**src/sv/star_pkg.sv**
```systemverilog
// Package with shared types and constants for the score table block.
package star_pkg;

    localparam int MaxStudents = 64;
    localparam int MaxSubjects = 16;
    localparam int StW = 6;
    localparam int SjW = 4;
    localparam int AddrW = StW + SjW;
    localparam int Depth = MaxStudents * MaxSubjects;
    localparam logic [6:0] ScoreCap = 7'd100;

    localparam logic [0:0] CmdWrite = 1'b0;
    localparam logic [0:0] CmdQuery = 1'b1;

    localparam logic [0:0] RegNumStudents = 1'b0;
    localparam logic [0:0] RegNumSubjects = 1'b1;

    typedef struct packed {
        logic       cmd;
        logic [5:0] student;
        logic [3:0] subject;
        logic [9:0] score;
    } t_in;

    typedef struct packed {
        logic       status;
        logic [6:0] entry_score;
        logic [6:0] subject_rank;
        logic [6:0] subject_mean;
        logic [6:0] student_mean;
        logic [6:0] overall_rank;
    } t_out;

    // Memory port request from the sequencer to the score memory.
    typedef struct packed {
        logic             we;
        logic [AddrW-1:0] addr;
        logic [6:0]       wdata;
    } t_mem_req;

endpackage

```
**src/sv/star_div.sv**
```systemverilog
// Restoring divider: 13-bit dividend by 7-bit divisor, one bit a cycle.
module star_div (
    input  logic        i_clk,
    input  logic        i_rst_n,
    input  logic        i_start,
    input  logic [12:0] i_num,
    input  logic [6:0]  i_den,
    output logic        o_busy,
    output logic [12:0] o_quot
);
    import star_pkg::*;

    logic [3:0]  r_cnt, n_cnt;
    logic        r_busy, n_busy;
    logic [12:0] r_q, n_q;
    logic [7:0]  r_rem, n_rem;
    logic [6:0]  r_den;
    logic [7:0]  w_sh;

    always_comb begin
        n_cnt = r_cnt;
        n_busy = r_busy;
        n_q = r_q;
        n_rem = r_rem;
        w_sh = {r_rem[6:0], r_q[12]};
        if (i_start) begin
            n_busy = 1'b1;
            n_cnt = 4'd0;
            n_q = i_num;
            n_rem = 8'd0;
        end else if (r_busy) begin
            n_q = {r_q[11:0], 1'b0};
            if (w_sh >= {1'b0, r_den}) begin
                n_rem = w_sh - {1'b0, r_den};
                n_q[0] = 1'b1;
            end else begin
                n_rem = w_sh;
            end
            n_cnt = r_cnt + 4'd1;
            if (r_cnt == 4'd12) begin
                n_busy = 1'b0;
            end
        end
    end

    always_ff @(posedge i_clk) begin
        if (!i_rst_n) begin
            r_busy <= 1'b0;
            r_cnt <= 4'd0;
        end else begin
            r_busy <= n_busy;
            r_cnt <= n_cnt;
        end
        r_q <= n_q;
        r_rem <= n_rem;
        if (i_start) begin
            r_den <= i_den;
        end
    end

    assign o_busy = r_busy;
    assign o_quot = r_q;
endmodule

```
**config.mk**
```make
export PLATFORM = sky130hd
export DESIGN_NAME = star_div
export DESIGN_NICKNAME = d
export VERILOG_FILES = /design/src/sv/star_pkg.sv /design/src/sv/star_div.sv
export SDC_FILE = /design/constraint.sdc
export NUM_CORES = 1
export LEC_CHECK = 0
export ABC_AREA = 1
export BUFFER_PORTS_ARGS = -buffer_cell sky130_fd_sc_hd__buf_2
export CORE_MARGIN = 2
export CORE_UTILIZATION = 40
export CTS_BUF_LIST = sky130_fd_sc_hd__clkbuf_4 sky130_fd_sc_hd__clkbuf_8 sky130_fd_sc_hd__clkbuf_16
export CTS_CLUSTER_DIAMETER = 120
export DETAILED_ROUTE_END_ITERATION = 10
export PLACE_DENSITY = 0.71
export SYNTH_ARGS = -nofsm -noshare
export SYNTH_HDL_FRONTEND = slang
export SYNTH_SLANG_ARGS = --single-unit
```
**constraint.sdc**
```tcl
create_clock -name i_clk -period 2.8 [get_ports i_clk]
set_input_delay 0.28 -clock i_clk [delete_from_list [all_inputs] [get_ports i_clk]]
set_output_delay 0.28 -clock i_clk [all_outputs]
set_load 0.01 [all_outputs]
```
### Word level (Yosys, flattened, before mapping)

Index checks and enable logic that the tools add are counted.

| storage, ports and cells | value |
|---|---|
| input port bits | 23 |
| output and inout port bits | 14 |
| flip-flop bits (word level) | 32 |

| operators by class | value |
|---|---|
| add/sub/neg operators | 2 |
| muxes and demuxes | 7 |
| bitwise logic cells | 1 |
| reduce and logical (&&, ||, !) cells | 2 |
| order comparisons | 1 |
| equality and inequality tests | 1 |

Operators with widths:

| operator | count |
|---|---|
| two-way mux 13 bit | 2 |
| >= comparator 8 x 7 -> 1 bit | 1 |
| two-way mux 7 bit | 1 |
| subtractor 7 bit | 1 |
| adder 4 x 1 -> 4 bit (second input constant) | 1 |
| == test 4 bit (second input constant) | 1 |
| two-way mux 1 bit | 4 |
| nonzero test 2 bit | 1 |
| OR reduction 2 bit | 1 |
| NOT 1 bit | 1 |

### Depth between registers and ports, before layout

| depth | value |
|---|---|
| depth after elaboration | 4 |
| mapped depth | 11 |
| mapped depth without buffers | 11 |

### Least setup slack after synthesis

OpenSTA, ideal clock, no wires.

| timing | value |
|---|---|
| path kind | register to register |
| start | register r_q[12], in the netlist o_quot[12] |
| end | register r_rem[6] |
| arrival | 1652 ps |
| slack | 1035 ps |
| stages on the path, launching flop included | 12 |
| data required time | 2687 ps |
| period minus slack after synthesis | 1765 ps |
| path through | edfxtp_1 > inv_1 > ha_1 > fa_1 > inv_1 > nand3_1 > nand2_2 > nand2_1 > nand3_4 > nand3_1 > nand3_1 > nand2_1 |

| on the way | value |
|---|---|
| cells in the longest elaborated chain, start to end | 2 |
| elaborated cells between the ends (all ways) | 3 |

RTL lines:

| what | line | RTL |
|---|---|---|
| from (decl) | star_div.sv:15 | `logic [12:0] r_q, n_q;` |
| from (signal assigned) | star_div.sv:54 | `r_q <= n_q;` |
| subtractor 7 bit or >= comparator 8 x 7 -> 1 bit (tied branches) | star_div.sv:34, star_div.sv:33 |  |
| two-way mux 7 bit * | star_div.sv:33 | `if (w_sh >= {1'b0, r_den}) begin` |
| to (signal assigned) | star_div.sv:55 | `r_rem <= n_rem;` |
| to (decl) | star_div.sv:16 | `logic [7:0] r_rem, n_rem;` |

Every way passes the cells marked *; elsewhere a longest branch is shown, timed or not.
A chain may end at the register's enable or synchronous reset.

### Final worst setup path

| timing | value |
|---|---|
| start | register r_q[12], in the netlist o_quot[12] |
| end | register r_q[0], in the netlist o_quot[0] (data pin) |

| on the way | value |
|---|---|
| cells in the longest elaborated chain, start to end | 4 |

RTL lines:

| what | line | RTL |
|---|---|---|
| >= comparator 8 x 7 -> 1 bit | star_div.sv:33 |  |
| two-way mux 1 bit | star_div.sv:33 |  |
| two-way mux 13 bit | star_div.sv:31 | `end else if (r_busy) begin` |
| two-way mux 13 bit | star_div.sv:26 | `if (i_start) begin` |
| via n_q[0] | star_div.sv:15 |  |

The timed path passes the listed nets, and every way through them passes these cells. The select of a mux whose other input is x is not followed.

==> results.md <==
- Sequential area share after synthesis: 49.6%
- Cell area after synthesis: 1700 µm²
- Number of flip-flops and latches in the synthesized netlist: 32
- Routability congestion estimate: 0.834
- Max-Slew Margin vs Limit: 76.3%
- Min-delay worst type: in -> reg
- Std-Cell Rows: 23
- Vias/cell: 4.84
- Final setup violating endpoints: 0
- Peak supply drop: 0.285 mV
- Yosys cell types: 27
- CTS clock-pin slew for the worst setup and hold paths: 70 ps
- Top Ports: 37
- Critical path endpoint category: flip-flop
- CTS Buf Count: 5
- Maximum fanout encountered on the critical timing path: 8
- Startpoint of the tightest hold check path: i_den[4]
- Internal power consumption: 0.799 mW
- TritonCTS clock tree: done
- Initial cell density of the core: 42.1%
- Total routing resource utilization after global routing: 15.9%
- Nets@finish: 278
- Leakage: 1.02 nW
- Total half-perimeter wirelength after legalization and detailed placement: 2.56 mm
- Share of the core filled with cells in the final layout: 50.3%
- R2R Setup Slk: 960 ps
- Worst path arrival time: 1850 ps
- WL per Instance: 11.7 µm
- Count of maximum capacitance violations: 0
- Via count of the first global-routing pass: 1346
- Origin of the critical flop-to-flop path: o_quot[12]$_DFFE_PP_
- Routed WL: 3.47 mm
- Total nets after synthesis: 236
- Final number of hold-violating endpoints: 0
- Power spent charging and discharging nets: 0.322 mW
- Bufs on Longest Clock Path: 2
- Synth-to-Final Area Change: 19.6%
- Post-Place Cell Area: 1940 µm²
- Crit start category: flip-flop
- First-pass GRT wire length: 6.11 mm
- Fraction of power consumed by sequential logic: 50.4%
- Total die area: 4780 µm²
- Number of cells on the worst hold path: 1
- RSZ-0062 raised after global routing: no
- Skew final: 6.30 ps
- Synthesis warning total: 0
- Grt total ovfl: 0
- Required time reported for the critical path endpoint: 2810 ps
- Relative contribution of combinational cells to total power: 18.4%
- Worst-margin pin slew: 355 ps
- Clock sinks: 32
- Share of total power consumed by net switching: 28.7%
- Chip height: 69.1 µm
- Largest net degree at the start of global routing: 17
- Number of instances in the synthesized netlist: 203
- Number of buffers inserted by port buffering: 36
- Maximum clock rate: 544 MHz
- Hold-critical path endpoint: r_den[4]$_DFFE_PP_
- Detailed-route via count: 1432
- Iteration-0 DRC Markers: 58
- Post-route antenna net violation count: 0
- Mean cell area of the mapped netlist: 8.35 µm²
- Number of pins exceeding their max-slew limit in the final report: 0
- DRC Markers: 0
- Final critical-path share of the clock period: 65.6%
- Final design area excluding fillers: 2030 µm²
- Clock power frac: 31.2%
- R2R cell count: 8
- CTS Hold Bufs: 0
- First-pass DRT Iterations: 4
- Critical register-to-register path endpoint: o_quot[0]$_DFFE_PP_
- Category of the critical setup timing path: reg -> reg
- Core Box Area: 4030 µm²
- Insertion delay of the later-clocked pin in the worst-skew pair: 290 ps
- Overall die width: 69.1 µm
- Post-layout minimum cycle time: 1840 ps
- H-tree depth: 2
- Antenna cell count: 0
- Run status: finished clean
- Number of antenna violations at the first check in global routing: 0
- Accumulated negative setup slack: 0 ps
- Post-cts gate resize count: 0
- Postcts setup bufs: 0
- Power density relative to cell area: 553 nW/µm²
- Fraction of final layout cells sized beyond drive strength 1: 22.8%
- CTS root buffer: sky130_fd_sc_hd__clkbuf_8
[power by group through the flow]
stage | combinational (mW) | clock (mW) | sequential (mW)
global route | 0.237 | 0.375 | 0.571
CTS | 0.209 | 0.359 | 0.566
detailed placement | 0.207 | 0 | 0.575
floorplan | 0.130 | 0 | 0.582
finish | 0.207 | 0.350 | 0.565
global placement | 0.205 | 0 | 0.575
[logic make-up (layout without fill, tap and decap cells)]
logic type                 Yosys count  in the layout  share of synthesized area [%]
xor gates and xnor gates             3              3                           1.55
adders and majority gates           10             10                           7.82
and+or+nand+nor                    114            114                           29.2
AOI/OAI and AO/OA                   12             12                           4.72
DFF                                 32             32                           49.6
buffers and inverters               32             75                           7.16
[critical path: stages (launching register included)]
cell and delay (ps):
sky130_fd_sc_hd__edfxtp_1 380, sky130_fd_sc_hd__inv_1 90, sky130_fd_sc_hd__ha_1 220, sky130_fd_sc_hd__fa_1 220
sky130_fd_sc_hd__inv_1 60, sky130_fd_sc_hd__nand3_1 80, sky130_fd_sc_hd__nand2_2 80, sky130_fd_sc_hd__o21ai_2 310
sky130_fd_sc_hd__a31oi_1 130
[layout by cell type (no fill, tap or decap)]
cell type,instances
sky130_fd_sc_hd__fa_1,1
sky130_fd_sc_hd__o21ai_1,2
sky130_fd_sc_hd__o21ai_0,1
sky130_fd_sc_hd__nand3_1,17
sky130_fd_sc_hd__or2_1,1
sky130_fd_sc_hd__nand2_2,1
sky130_fd_sc_hd__nand3b_1,3
sky130_fd_sc_hd__inv_2,5
sky130_fd_sc_hd__nand3_4,1
sky130_fd_sc_hd__dfxtp_1,12
sky130_fd_sc_hd__inv_1,24
sky130_fd_sc_hd__a21oi_1,5
sky130_fd_sc_hd__clkinv_2,2
sky130_fd_sc_hd__nand2_1,77
sky130_fd_sc_hd__a31oi_1,1
sky130_fd_sc_hd__nand4_1,3
sky130_fd_sc_hd__nor2_1,10
sky130_fd_sc_hd__a41oi_1,1
sky130_fd_sc_hd__ha_1,9
sky130_fd_sc_hd__edfxtp_1,20
sky130_fd_sc_hd__o21ai_2,1
sky130_fd_sc_hd__buf_2,36
sky130_fd_sc_hd__xnor2_1,1
sky130_fd_sc_hd__xor2_1,2
sky130_fd_sc_hd__a21oi_4,1
sky130_fd_sc_hd__buf_4,2
sky130_fd_sc_hd__clkbuf_8,5
sky130_fd_sc_hd__clkinv_4,1
sky130_fd_sc_hd__nor2_4,1
[synthesized netlist by cell type, drive strengths merged]
cell    instances  area, µm²
nand3b          3       22.5
edfxtp         20        601
clkbuf          1       3.75
inv            29        109
fa              1       20.0
o21ai           4       23.8
nor2           11       48.8
xnor2           1       8.76
nand2          78        295
nand4           3       18.8
buf             2       8.75
or2             1       6.26
xor2            2       17.5
ha              9        113
a31oi           1       6.26
a21oi           6       41.3
nand3          18        103
a41oi           1       8.76
dfxtp          12        240
[stage by stage]
| stage | total power, mW | std cells | hold WS (ps) | setup WS, ps |
|---|---|---|---|---|
| detailed placement | 0.783 | 288 | 459 | 967 |
| CTS | 1.13 | 296 | 164 | 965 |
| global route | 1.18 | 296 | 161 | 774 |
| finish | 1.12 | 296 | 168 | 962 |
| global placement | 0.780 | 288 | 445 | 1020 |
| floorplan | 0.712 | 203 | 379 | 1040 |
[layout make-up]
cell class              instances  area, µm²
inverters                      29        109
well taps                      50       62.6
clock inverters                 3       18.8
repair buffers                 38        195
fillers                       377       2000
clock buffers                   5       68.8
flip-flops and latches         32        841
multi-input cells             139        733
[layer usage]
| layer | global-route usage, % | wire [µm] | vias to the layer above |
|---|---|---|---|
| li1 | - | - | 738 |
| met1 | 20.9 | 1570 | 658 |
| met2 | 25.6 | 1690 | 31 |
| met3 | 4.09 | 159 | 5 |
| met4 | 5.23 | 59 | 0 |
| met5 | 0 | 0 | - |
[flip-flops by register name, indices dropped and copies added (netlist names)]
name    cells
r_den       7
r_rem       7
o_busy      1
r_cnt       4
o_quot     13
[worst max path at each step]
stage | startpoint | endpoint | cells after the start
after floorplan | o_quot[12]$_DFFE_PP_ | r_rem[6]$_SDFFE_PP0P_ | 11
after global placement | o_quot[12]$_DFFE_PP_ | r_rem[4]$_SDFFE_PP0P_ | 11
after detailed placement | o_quot[12]$_DFFE_PP_ | o_quot[0]$_DFFE_PP_ | 8
after CTS | o_quot[12]$_DFFE_PP_ | r_rem[6]$_SDFFE_PP0P_ | 11
after global routing | o_quot[12]$_DFFE_PP_ | r_rem[6]$_SDFFE_PP0P_ | 10
final | o_quot[12]$_DFFE_PP_ | o_quot[0]$_DFFE_PP_ | 8
(Power assumes the default switching activity.)
